`src/design/swcm_pkg.sv`:
```
package swcm_pkg;

   localparam int MAX_OUT_DEF   = 16;
   localparam int MAX_CHUNK_DEF = 16;
   localparam int ROW_W   = 4;
   localparam int COL_W   = 4;
   localparam int VAL_W   = 16;
   localparam int ACC_W   = 32;
   localparam int IDX_W   = 8;
   localparam int CSR_W   = 5;
   localparam int MODE_W  = 3;
   localparam int REQ_DATA_W = 24;
   localparam int REQ_USER_W = 3;
   localparam int RSP_DATA_W = 40;

   localparam logic CSR_CHUNK_SIZE = 1'b0;
   localparam logic CSR_OUT_SIZE   = 1'b1;

   typedef enum logic [2:0] {
      MODE_LOAD_W   = 3'd0,
      MODE_FORWARD  = 3'd1,
      MODE_LOAD_ERR = 3'd2,
      MODE_BACKWARD = 3'd3,
      MODE_READ_D   = 3'd4,
      MODE_CLEAR_D  = 3'd5
   } mode_type;

   typedef enum logic [3:0] {
      ST_CLEAR,
      ST_IDLE,
      ST_FWD_RD,
      ST_FWD_NEXT,
      ST_FWD_MUL,
      ST_FWD_ACC,
      ST_OUT_RD,
      ST_OUT_SEND,
      ST_BWD_RD,
      ST_BWD_MUL,
      ST_BWD_ACC,
      ST_BWD_SEND,
      ST_RDD_RD,
      ST_RDD_SEND
   } state_type;

   // controller to datapath
   typedef struct packed {
      logic capture;     // latch accepted request
      logic wr_weight;
      logic wr_error;
      logic rd_mem;      // read weight/deriv at row counter
      logic mul;         // register products
      logic fwd_acc;     // add into forward sum of row counter
      logic bwd_acc;     // add into backward acc and deriv store
      logic clr_acc;     // clear backward accumulator
      logic clr_row;     // zero forward sum of row counter, or every sum with out_last
      logic clr_d;       // zero derivative entry at clear counter
      logic load_out;    // present result
      logic out_fwd;     // result comes from forward sums
      logic out_rdd;     // result comes from derivative read
      logic out_last;
   } cmd_type;

   function automatic logic signed [31:0] sat_add(input logic signed [31:0] a,
                                                  input logic signed [31:0] b);
      logic signed [32:0] s;
      s = 33'(a) + 33'(b);
      if (s > 33'sh0_7FFF_FFFF)       sat_add = 32'sh7FFF_FFFF;
      else if (s < -33'sh0_8000_0000) sat_add = 32'sh8000_0000;
      else                            sat_add = s[31:0];
   endfunction

endpackage

```
`src/design/swcm_ctrl.sv`:
```
module swcm_ctrl import swcm_pkg::*; #(
   parameter int MAX_OUT   = MAX_OUT_DEF,
   parameter int MAX_CHUNK = MAX_CHUNK_DEF
) (
   input  logic             clock,
   input  logic             reset,
   input  logic             req_tvalid,
   output logic             req_tready,
   output logic             rsp_tvalid,
   input  logic             rsp_tready,
   input  logic             csr_we,
   input  logic             csr_addr,
   input  logic [CSR_W-1:0] csr_wdata,
   input  logic [2:0]       mode,
   input  logic [COL_W-1:0] column,
   input  logic             last_element,
   output cmd_type          cmd,
   output logic [ROW_W-1:0] row_cnt,
   output logic [$clog2(MAX_OUT*MAX_CHUNK)-1:0] clr_cnt
);
   localparam int AW    = $clog2(MAX_OUT * MAX_CHUNK);
   localparam int OLIM  = (MAX_OUT < 16) ? MAX_OUT : 16;

   state_type        state_ff, state_in;
   logic [ROW_W-1:0] row_ff, row_in;
   logic [AW-1:0]    clr_ff, clr_in;
   logic             vld_ff, vld_in;
   logic [CSR_W-1:0] chunk_ff, out_ff;
   logic [CSR_W-1:0] nc, no;
   logic             col_ok, row_end;

   assign row_cnt    = row_ff;
   assign clr_cnt    = clr_ff;
   assign rsp_tvalid = vld_ff;

   always_comb begin
      nc = chunk_ff;
      if (chunk_ff == '0) nc = CSR_W'(1);
      else if (32'(chunk_ff) > MAX_CHUNK) nc = CSR_W'(MAX_CHUNK);
      no = out_ff;
      if (out_ff == '0) no = CSR_W'(1);
      else if (32'(out_ff) > OLIM) no = CSR_W'(OLIM);
   end
   assign col_ok  = {1'b0, column} < nc;
   assign row_end = (CSR_W'(row_ff) + CSR_W'(1)) == no;

   always_ff @(posedge clock) begin
      if (reset) begin
         state_ff <= ST_CLEAR;
         row_ff   <= '0;
         clr_ff   <= '0;
         vld_ff   <= 1'b0;
         chunk_ff <= CSR_W'(1);
         out_ff   <= CSR_W'(1);
      end else begin
         state_ff <= state_in;
         row_ff   <= row_in;
         clr_ff   <= clr_in;
         vld_ff   <= vld_in;
         if (csr_we && csr_addr == CSR_CHUNK_SIZE) chunk_ff <= csr_wdata;
         if (csr_we && csr_addr == CSR_OUT_SIZE)   out_ff   <= csr_wdata;
      end
   end

   always_comb begin
      state_in   = state_ff;
      row_in     = row_ff;
      clr_in     = clr_ff;
      vld_in     = vld_ff && !rsp_tready;
      cmd        = '0;
      req_tready = 1'b0;
      unique case (state_ff)
         ST_CLEAR: begin
            cmd.clr_d = 1'b1;
            clr_in    = clr_ff + AW'(1);
            if (32'(clr_ff) == MAX_OUT * MAX_CHUNK - 1) begin
               clr_in   = '0;
               state_in = ST_IDLE;
            end
         end
         ST_IDLE: begin
            req_tready  = !vld_ff || rsp_tready;
            cmd.capture = req_tvalid && req_tready;
            if (cmd.capture) state_in = ST_FWD_RD; // decode next cycle
            row_in = '0;
         end
         ST_FWD_RD: begin
            // decode the held request
            row_in = '0;
            unique case (mode)
               MODE_LOAD_W:   begin cmd.wr_weight = 1'b1; state_in = ST_IDLE; end
               MODE_LOAD_ERR: begin cmd.wr_error = 1'b1; state_in = ST_IDLE; end
               MODE_CLEAR_D:  state_in = ST_CLEAR;
               MODE_FORWARD:  state_in = col_ok ? ST_FWD_MUL : ST_OUT_RD;
               MODE_BACKWARD: begin
                  cmd.clr_acc = 1'b1;
                  state_in = col_ok ? ST_BWD_MUL : ST_BWD_SEND;
               end
               MODE_READ_D:   state_in = ST_RDD_RD;
               default:       state_in = ST_IDLE;
            endcase
            if (mode == MODE_FORWARD || mode == MODE_BACKWARD) cmd.rd_mem = 1'b1;
         end
         ST_FWD_NEXT: begin
            // weight of the new row is addressed now
            state_in = ST_FWD_MUL;
         end
         ST_FWD_MUL: begin
            cmd.mul  = 1'b1;
            state_in = ST_FWD_ACC;
         end
         ST_FWD_ACC: begin
            cmd.fwd_acc = 1'b1;
            if (row_end) begin
               row_in   = '0;
               state_in = ST_OUT_RD;
            end else begin
               row_in   = row_ff + ROW_W'(1);
               state_in = ST_FWD_NEXT;
            end
         end
         ST_OUT_RD: begin
            if (!last_element) begin
               state_in = ST_IDLE;
            end else begin
               state_in = ST_OUT_SEND;
            end
         end
         ST_OUT_SEND: begin
            if (!vld_ff || rsp_tready) begin
               cmd.load_out = 1'b1;
               cmd.out_fwd  = 1'b1;
               cmd.out_last = row_end;
               cmd.clr_row  = 1'b1;
               vld_in       = 1'b1;
               if (row_end) begin
                  row_in   = '0;
                  state_in = ST_IDLE;
               end else begin
                  row_in = row_ff + ROW_W'(1);
               end
            end
         end
         ST_BWD_RD: begin
            // address weight and derivative of the new row
            cmd.rd_mem = 1'b1;
            state_in   = ST_BWD_MUL;
         end
         ST_BWD_MUL: begin
            cmd.mul  = 1'b1;
            state_in = ST_BWD_ACC;
         end
         ST_BWD_ACC: begin
            cmd.bwd_acc = 1'b1;
            if (row_end) begin
               state_in = ST_BWD_SEND;
            end else begin
               row_in   = row_ff + ROW_W'(1);
               state_in = ST_BWD_RD;
            end
         end
         ST_BWD_SEND: begin
            if (!vld_ff || rsp_tready) begin
               cmd.load_out = 1'b1;
               cmd.out_last = 1'b1;
               vld_in       = 1'b1;
               state_in     = ST_IDLE;
            end
         end
         ST_RDD_RD: state_in = ST_RDD_SEND;
         ST_RDD_SEND: begin
            if (!vld_ff || rsp_tready) begin
               cmd.load_out = 1'b1;
               cmd.out_rdd  = 1'b1;
               cmd.out_last = 1'b1;
               vld_in       = 1'b1;
               state_in     = ST_IDLE;
            end
         end
         default: state_in = ST_IDLE;
      endcase
   end
endmodule

```
`config.mk`:
```
export PLATFORM = sky130hd
export DESIGN_NAME = swcm_ctrl
export DESIGN_NICKNAME = d
export VERILOG_FILES = /design/src/design/swcm_pkg.sv /design/src/design/swcm_ctrl.sv
export SDC_FILE = /design/constraint.sdc
export NUM_CORES = 1
export LEC_CHECK = 0
export BUFFER_PORTS_ARGS = -buffer_cell sky130_fd_sc_hd__buf_2
export CAP_MARGIN = 25
export CORE_ASPECT_RATIO = 1.4
export CORE_MARGIN = 5
export CORE_UTILIZATION = 52
export CTS_CLUSTER_SIZE = 14
export DETAILED_ROUTE_END_ITERATION = 12
export HOLD_SLACK_MARGIN = 0.06
export PLACE_DENSITY = 0.77
export SETUP_SLACK_MARGIN = 0.02
export SYNTH_ARGS = -nofsm -noshare
export SYNTH_HDL_FRONTEND = slang
export SYNTH_SLANG_ARGS = --single-unit
```
`constraint.sdc`:
```
create_clock -name clock -period 2.55 [get_ports clock]
set_clock_uncertainty 0.15 [all_clocks]
set_input_delay 0.1275 -clock clock [delete_from_list [all_inputs] [get_ports clock]]
set_output_delay 0.1275 -clock clock [all_outputs]
set_load 0.05 [all_outputs]
```
==> results.json, run 1 <==
{
  "status": "finished clean",
  "max_stage_delay_ns": 0.40,
  "path_cells": "ha_4, xor2_1, nand2b_1, a311o_1, o31ai_2, a21oi_1, nor2_4, buf_6",
  "clk_latency_ns": 0.27,
  "cp.required_ns": 2.27,
  "cts-root-buf": "clkbuf_8",
  "overflow": 0,
  "hold_violations": 0,
  "nets": 305,
  "power.switching_mw": 0.642,
  "synth_cells": 230,
  "drt_pass1_iterations": 4,
  "grt_pass1_vias": 1714,
  "grtUsageTotal_pct": 19.6,
  "yosysSeqAreaShare_pct": 30.4,
  "die_y_um": 79.2,
  "setup.worst_path.class": "reg -> out",
  "relSlewSlack_pct": 45.5,
  "yosys.area.top_type": "dfxtp_1",
  "p_int_mw": 0.816,
  "routed_wl_um": 4450,
  "place_congestion": 0.897,
  "dpl.hpwl_um": 3380,
  "startpoint_type": "flop",
  "ys_async_sr_fraction_pct": 0,
  "setup_viol": 0,
  "initial_core_util_pct": 53.2,
  "area_delta_synth_final_pct": 23.8,
  "ys.flop_type": "dfxtp_1",
  "total_power_mw": 1.46,
  "pwr-share-clk_pct": 16.6,
  "p_sw_share_pct": 44.1,
  "viasPerCell": 5.68,
  "cp-end-kind": "output pin",
  "layout_worst_path_cycle_share_pct": 94.1,
  "yosys_warnings": 0,
  "io_buffers": 46,
  "cts_max_level": 1,
  "clock_sinks": 27,
  "die_x_um": 59.5,
  "final_common_cell": "buf_2",
  "drt_iter0_markers": 90,
  "slowest_stage": "dfxtp_4",
  "synthesis.area_sq_um": 1780,
  "synth-edff-count": 0,
  "p_leak_nw": 0.980,
  "ant_nets": 0,
  "seq_power_share_pct": 35.2,
  "io_pins": 47,
  "syn_nets": 254,
  "grt_start_max_net_pins": 20,
  "grt_pass1_wl_um": 7330,
  "synth_seq_cells": 27,
  "netlist_top_cells_area": "dfxtp_1 (30%), nor2_1 (5.9%), nand2_1 (5.7%)",
  "vdd_drop_max_mv": 0.472,
  "combPwrFrac_pct": 48.2,
  "drc_errors": 0,
  "rows": 25,
  "wire_per_inst_um": 13.9,
  "cap_violations": 0,
  "ys_types": 49,
  "syn_avg_cell_area_sq_um": 7.74,
  "rsz0062_at_grt": "false",
  "via_count": 1819,
  "power.density_nw_per_um2": 662,
  "antenna_found_initial": 0,
  "dp_cells": 308,
  "die_area_sq_um": 4710,
  "tightest_slew_ns": 0.806,
  "cts.clk_slew.worst_paths_ns": 0.09,
  "core-area_sq_um": 3350,
  "tritoncts": "yes",
  "mostFrequentLayoutCells": "buf_2 (45), nand2_1 (27), nor2_1 (27)",
  "diodes": 0,
  "max_freq_ghz": 0.417,
  "hold_path_class": "in -> reg",
  "synth_top_area_share_pct": 30.4,
  "clock_path_buffers": 2,
  "cts_buffers": 3,
  "drive_above_1_share_pct": 23.6,
  "slew_violations": 0,
  "arrival_ns": 2.12,
  "final_cells": 320,
  "fin_crit_ns": 2.40,
  "cp_max_fo": 7
}
path summary, 6_finish.rpt:
check | cells past startpoint | slack [ns] | to | start
hold reg to reg | 2 | 0.32 | out_ff[0] | out_ff[0]
setup / recovery | 8 | 0.15 | cmd[0] | row_cnt[0]
setup reg to reg | 7 | 0.32 | state_ff[0] | row_cnt[0]
hold / removal | 2 | 0.09 | clr_cnt[2] | reset
routing by layer:
layer  GRT usage [%]  part of all wire (%)  vias up
li1                -                     -      922
met2            34.7                    50       76
met5               0                     0        -
met1            23.1                    40      812
met3            1.79                   7.9        9
met4            8.39                   2.1        0
sequential cells by signal (all words and copies together), names as in the netlist:
signal / cells
state_ff: 4
row_cnt: 4
out_ff: 5
clr_cnt: 8
chunk_ff: 5
rsp_tvalid: 1
critical path, delay by kind of cell (launching register included):
family | cells | cell delay, ns
fa+ha+maj | 1 | 0.18
flops | 1 | 0.40
simple gates | 2 | 0.19
buf+inv | 1 | 0.16
xor+xnor | 1 | 0.16
compound gates | 3 | 0.75
power by group through the flow:
stage	sequential (mW)	clock, mW	combinational, mW
2_1_floorplan	0.579	0	0.463
3_3_place_gp	0.516	0	0.677
3_5_place_dp	0.518	0	0.684
4_1_cts	0.512	0.248	0.699
5_1_grt	0.521	0.262	0.761
6_report	0.513	0.242	0.703
synthesized netlist by cell type, types with 3 or more instances:
cell type and count:
o21ai_0 4, inv_1 7, xnor2_1 3, nor3_1 6, clkbuf_1 9, o31ai_1 4
o211ai_1 4, nor2_1 28, nand2_1 27, a31oi_1 4, nand3_1 8, nor4_1 3
ha_1 5, dfxtp_1 27, nor2b_1 5, nand2b_1 11, mux2i_1 7, a21oi_1 15
and3_1 5, xor2_1 7, a211oi_1 4
through the flow:
stage / setup slack [ns] / utilization, % / area, sq um / hold WS (ns) / TNS (ns)
after floorplan: -0.147 / - / 1800 / 0.103 / -0.294
after global placement: 0.275 / 61.3 / 2050 / 0.218 / 0
after detailed placement: 0.166 / 61.3 / 2050 / 0.223 / 0
after CTS: 0.0424 / 65.6 / 2190 / 0.0876 / 0
after global routing: 0.0213 / 65.8 / 2200 / 0.0985 / 0
final: 0.150 / 65.8 / 2200 / 0.0853 / 0
cells by family (layout without fill, tap and decap cells):
family	count (synthesis)	in the layout	synth area share, %
xor gates and xnor gates	11	11	6.18
buffers and inverters	21	71	5.20
AOI/OAI and AO/OA	55	55	21.9
muxes	7	7	3.94
DFF	27	27	30.4
adders and majority gates	5	5	3.51
and+or+nand+nor	104	104	29.0
timing repair:
| action | 4_1_cts | 5_1_grt |
|---|---|---|
| cloned | 0 | 0 |
| hold endpoints to repair | 10 | 0 |
| resized for setup | 4 | 2 |
| setup buffers | 0 | 0 |
| pin swaps | 0 | 2 |
| setup endpoints to repair | 1 | 1 |
| hold buffers | 8 | 0 |
cell type report:
type / count / area [sq um]
well taps: 40 / 50.0
flip-flops and latches: 27 / 546
fillers: 302 / 1140
repair buffers: 59 / 354
multi-input cells: 182 / 1180
inverters: 8 / 30.0
clock buffers: 4 / 45.0
(Power assumes the default switching activity.)
==> inputs of run 2 (changes only) <==
--- a/config.mk
+++ b/config.mk
@@ -12,8 +12,9 @@
 export CORE_UTILIZATION = 52
 export CTS_CLUSTER_SIZE = 14
 export DETAILED_ROUTE_END_ITERATION = 12
+export GPL_TIMING_DRIVEN = 0
 export HOLD_SLACK_MARGIN = 0.06
-export PLACE_DENSITY = 0.77
+export PLACE_DENSITY = 0.79
 export SETUP_SLACK_MARGIN = 0.02
 export SYNTH_ARGS = -nofsm -noshare
 export SYNTH_HDL_FRONTEND = slang
==> run 2 against run 1 <==
Combinational power increased by 0.6%; register-to-register slack got worse by 0.02 ns; total power increased by 0.16%; sequential power decreased by 0.8%; final cell count increased by 2.2%; flip-flop and latch count unchanged; utilization increased by 1.2 points; global-route usage increased by 1.8 points; clock power about the same.
==> results.json, run 2 (same netlist as run 1, synthesis figures left out) <==
{
  "max_freq_ghz": 0.412,
  "post-route-util_pct": 67.0,
  "cp_max_fo": 7,
  "p_leak_nw": 0.991,
  "clock_sinks": 27,
  "status": "finished clean",
  "seq_power_share_pct": 34.8,
  "antenna_found_initial": 0,
  "dpl.hpwl_um": 3450,
  "area_delta_synth_final_pct": 26.0,
  "grt_pass1_wl_um": 7870,
  "largest_reg_flops": 8,
  "combPwrFrac_pct": 48.4,
  "r2r_slack_ns": 0.30,
  "power.switching_mw": 0.653,
  "cts-root-buf": "clkbuf_8",
  "rsz0062_at_grt": "false",
  "post-route-worst-setup-slack_ns": 0.121,
  "die_x_um": 59.5,
  "cts.clk_slew.worst_paths_ns": 0.09,
  "vdd_drop_max_mv": 0.484,
  "hold_violations": 0,
  "ant_nets": 0,
  "rows": 25,
  "relSlewSlack_pct": 51.8,
  "grtUsageTotal_pct": 21.3,
  "cts_setup_buffers": 0,
  "nets": 312,
  "p_sw_share_pct": 44.7,
  "overflow": 0,
  "drive_above_1_share_pct": 23.0,
  "clock_path_buffers": 2,
  "grt_start_max_net_pins": 15,
  "tritoncts": "yes",
  "drc_errors": 0,
  "die_y_um": 79.2,
  "path_cells": "ha_4, xor2_1, nand2b_1, a311o_1, o31ai_2, a21oi_2, nor2_4, buf_6",
  "cp-end-kind": "output pin",
  "pwr-share-clk_pct": 16.7,
  "io_pins": 47,
  "fin_crit_ns": 2.43,
  "place_congestion": 0.880,
  "arrival_ns": 2.15,
  "power.density_nw_per_um2": 651,
  "cts_buffers": 3,
  "core-area_sq_um": 3350,
  "p_int_mw": 0.808,
  "setup.worst_path.class": "reg -> out",
  "drt_pass1_iterations": 4,
  "io_buffers": 44,
  "setup_viol": 0,
  "finalSetupTns_ns": 0,
  "slowest_stage": "dfxtp_4",
  "drt_iter0_markers": 110,
  "hold_path_class": "in -> reg",
  "layout_worst_path_cycle_share_pct": 95.2,
  "diodes": 0,
  "grt_pass1_vias": 1723,
  "cts_max_level": 1,
  "routed_wl_um": 4690,
  "mostFrequentLayoutCells": "buf_2 (45), nand2_1 (27), nor2_1 (27)",
  "initial_core_util_pct": 53.2,
  "slew_violations": 0,
  "max_stage_delay_ns": 0.40,
  "cp.required_ns": 2.27,
  "cap_violations": 0,
  "die_area_sq_um": 4710,
  "tightest_slew_ns": 0.714,
  "startpoint_type": "flop",
  "viasPerCell": 5.66,
  "pre_cts_slack_ns": 0.106,
  "final_common_cell": "buf_2",
  "via_count": 1850,
  "clk_latency_ns": 0.27,
  "wire_per_inst_um": 14.3
}
run 2: changes by cell type in the layout (fill, tap and decap cells not counted):
cell           delta
clkbuf_1          +7
buf_4             -4
clkbuf_2          +2
a21oi_1           -1
a21oi_2           +1
buf_6             +1
dlygate4sd3_1     +1
nor4_2            -1
nor4_4            +1
run 2: power by group through the flow:
| stage | Clock (mW) | Combinational (mW) | Sequential, mW |
|---|---|---|---|
| 2_1_floorplan | 0 | 0.463 | 0.579 |
| 3_3_place_gp | 0 | 0.674 | 0.513 |
| 3_5_place_dp | 0 | 0.679 | 0.514 |
| 4_1_cts | 0.243 | 0.699 | 0.508 |
| 5_1_grt | 0.262 | 0.767 | 0.516 |
| 6_report | 0.244 | 0.707 | 0.509 |
run 2: stage by stage:
step | hold slack, ns | std cells | power, mW | area, sq um
2_1_floorplan | 0.103 | 230 | 1.04 | 1800
3_3_place_gp | 0.217 | 314 | 1.19 | 2070
3_5_place_dp | 0.220 | 314 | 1.19 | 2070
4_1_cts | 0.0882 | 327 | 1.45 | 2220
5_1_grt | 0.164 | 327 | 1.54 | 2240
6_report | 0.0824 | 327 | 1.46 | 2240
run 2: final cells by class:
type                            count  area [sq um]
Tap cell                           40          50.0
Sequential cell                    27           546
Clock buffer                        4          45.0
Multi-Input combinational cell    182          1190
Buffer                             13          65.1
Fill cell                         309          1100
Timing Repair Buffer               53           317
Inverter                            8          30.0
run 2: worst paths after layout:
| check | cells after the start | from | endpoint |
|---|---|---|---|
| worst min register to register | 2 | out_ff[0] | out_ff[0] |
| worst min-delay path | 4 | rsp_tready | rsp_tvalid |
| worst max-delay path | 8 | row_cnt[0] | cmd[0] |
| worst max register to register | 7 | state_ff[0] | state_ff[1] |
run 2: what timing repair did:
| item | 4_1_cts | 5_1_grt |
|---|---|---|
| gates resized for setup | 5 | 7 |
| pin swaps | 0 | 2 |
| hold buffers | 9 | 0 |
| hold endpoints to repair | 10 | 0 |
| setup endpoints to repair | 1 | 2 |
run 2: per-layer routing:
| metal | up-vias | track usage [%] | wire length, um |
|---|---|---|---|
| met5 | - | 0 | 0 |
| met1 | 834 | 25.4 | 1910 |
| met4 | 0 | 9.98 | 119 |
| li1 | 941 | - | - |
| met2 | 63 | 36.8 | 2370 |
| met3 | 12 | 2.60 | 281 |
run 2: critical path: cells and delay by family, from the launching register on:
| kind | cells | cell delay, ns |
|---|---|---|
| buf+inv | 1 | 0.16 |
| flops | 1 | 0.40 |
| simple gates | 2 | 0.18 |
| compound gates | 3 | 0.79 |
| xor+xnor | 1 | 0.15 |
| fa+ha+maj | 1 | 0.18 |
==> inputs of run 3 (changes only) <==
--- a/config.mk
+++ b/config.mk
@@ -14,7 +14,7 @@
 export DETAILED_ROUTE_END_ITERATION = 12
 export GPL_TIMING_DRIVEN = 0
 export HOLD_SLACK_MARGIN = 0.06
-export PLACE_DENSITY = 0.79
+export PLACE_DENSITY_LB_ADDON = 0.08
 export SETUP_SLACK_MARGIN = 0.02
 export SYNTH_ARGS = -nofsm -noshare
 export SYNTH_HDL_FRONTEND = slang
==> run 3 against run 2 <==
Routed wire length fell by 5.7%; flip-flop and latch count did not move; worst setup slack improved by 0.048 ns; maximum frequency rose by 2.0%; sequential power barely moved; total power fell by 0.37%; critical path depth did not move; critical path type unchanged; largest cell class unchanged.
==> results.json, run 3 (same netlist as run 1, synthesis figures left out) <==
{
  "ant_nets": 0,
  "design_area_sq_um": 2230,
  "overflow": 0,
  "clock_path_buffers": 2,
  "io_buffers": 44,
  "initial_core_util_pct": 53.2,
  "routed_wl_um": 4420,
  "io_pins": 47,
  "drc_errors": 0,
  "place_congestion": 0.886,
  "fin_crit_ns": 2.38,
  "antenna_found_initial": 0,
  "die_y_um": 79.2,
  "rows": 25,
  "finalSetupTns_ns": 0,
  "largest_reg_flops": 8,
  "arrival_ns": 2.10,
  "p_leak_nw": 0.983,
  "wire_per_inst_um": 13.6,
  "tritoncts": "yes",
  "grt_pass1_wl_um": 7760,
  "via_count": 1859,
  "grt_start_max_net_pins": 17,
  "rr_startpoint": "state_ff[0]",
  "hold_violations": 0,
  "max_freq_ghz": 0.420,
  "slowest_stage": "dfxtp_4",
  "tightest_slew_ns": 0.659,
  "r2r_slack_ns": 0.31,
  "cts-root-buf": "clkbuf_8",
  "cp.required_ns": 2.27,
  "final_common_cell": "buf_2",
  "core-area_sq_um": 3350,
  "max_stage_delay_ns": 0.40,
  "clock_sinks": 27,
  "cap_violations": 0,
  "die_x_um": 59.5,
  "cts_max_level": 1,
  "startpoint_type": "flop",
  "post-route-worst-setup-slack_ns": 0.169,
  "dpl.hpwl_um": 3420,
  "hold_path_class": "in -> reg",
  "min_from": "rsp_tready",
  "total_power_mw": 1.45,
  "setup_viol": 0,
  "drt_iter0_markers": 132,
  "drt_pass1_iterations": 4,
  "nets": 311,
  "place_area_sq_um": 2070,
  "cp-end-kind": "output pin",
  "cts.clk_slew.worst_paths_ns": 0.10,
  "vdd_drop_max_mv": 0.539,
  "pre_cts_slack_ns": 0.130,
  "status": "finished clean",
  "power.density_nw_per_um2": 653,
  "worstSetupStartpoint": "row_cnt[0]",
  "cp_max_fo": 7,
  "setup.worst_path.class": "reg -> out",
  "layout_worst_path_cycle_share_pct": 93.4,
  "grt_pass1_vias": 1772,
  "slew_violations": 0,
  "area_delta_synth_final_pct": 25.2,
  "viasPerCell": 5.70,
  "grtUsageTotal_pct": 20.6,
  "path_cells": "ha_4, xor2_1, nand2b_1, a311o_1, o31ai_2, a21oi_2, nor2_4, buf_6",
  "rsz0062_at_grt": "false",
  "clk_latency_ns": 0.28,
  "drive_above_1_share_pct": 23.4,
  "cts_buffers": 3,
  "die_area_sq_um": 4710,
  "relSlewSlack_pct": 55.5,
  "mostFrequentLayoutCells": "buf_2 (45), nand2_1 (27), nor2_1 (27)",
  "diodes": 0
}
==> run 3: changes by cell type in the layout (fill, tap and decap cells not counted), sizes merged <==
cell / change
clkbuf: -1
clkinvlp: +1
dlygate4sd3: -1
==> run 3: per-stage QoR <==
step | hold slack (ns) | util (%) | std cells
finish | 0.103 | 66.6 | 326
global route | 0.165 | 66.6 | 326
CTS | 0.111 | 66.1 | 326
detailed placement | 0.221 | 61.8 | 314
global placement | 0.215 | 61.8 | 314
floorplan | 0.103 | - | 230
==> run 3: path summary, 6_finish.rpt <==
| path | cells after the start | to |
|---|---|---|
| min reg2reg | 2 | out_ff[0] |
| max reg2reg | 7 | state_ff[1] |
| max | 8 | cmd[0] |
| min | 4 | rsp_tvalid |
==> run 3: power breakdown <==
| part | switching, mW | internal (mW) | total [mW] |
|---|---|---|---|
| Combinational | 0.474 | 0.228 | 0.702 |
| Clock | 0.136 | 0.111 | 0.247 |
| Sequential | 0.0393 | 0.467 | 0.506 |
| Total | 0.650 | 0.805 | 1.45 |
==> run 3: final cells by class <==
cell class	count	area, sq um
multi-input combinational	182	1180
timing repair buffer	52	307
fill	324	1120
buffer	13	65.1
clock buffer	3	41.3
tap	40	50.0
inverter	8	30.0
clock inverter	1	7.51
sequential	27	546
==> run 3: worst max-delay path: cells and delay by family (launching register included) <==
| family | cells | cell delay, ns |
|---|---|---|
| buffers and inverters | 1 | 0.16 |
| XOR/XNOR | 1 | 0.15 |
| adder cells (fa/ha/maj) | 1 | 0.18 |
| AND/OR/NAND/NOR | 2 | 0.19 |
| flip-flops | 1 | 0.40 |
| AO/OA/AOI/OAI | 3 | 0.74 |
==> run 3: layer usage <==
layer	up-vias	GRT usage (%)	share of wire (%)
met5	-	0	0
met3	11	2.11	6.0
met4	0	6.35	1.8
met1	850	23.6	41
li1	933	-	-
met2	65	38.5	51
==> run 3: repair_timing <==
| item | CTS | global route |
|---|---|---|
| endpoints found under the hold margin | 10 | 0 |
| hold buffers | 8 | 0 |
| resized for setup | 4 | 7 |
| pin swaps | 1 | 1 |
| buffers inserted | 0 | 0 |
| endpoints found under the setup margin | 1 | 2 |
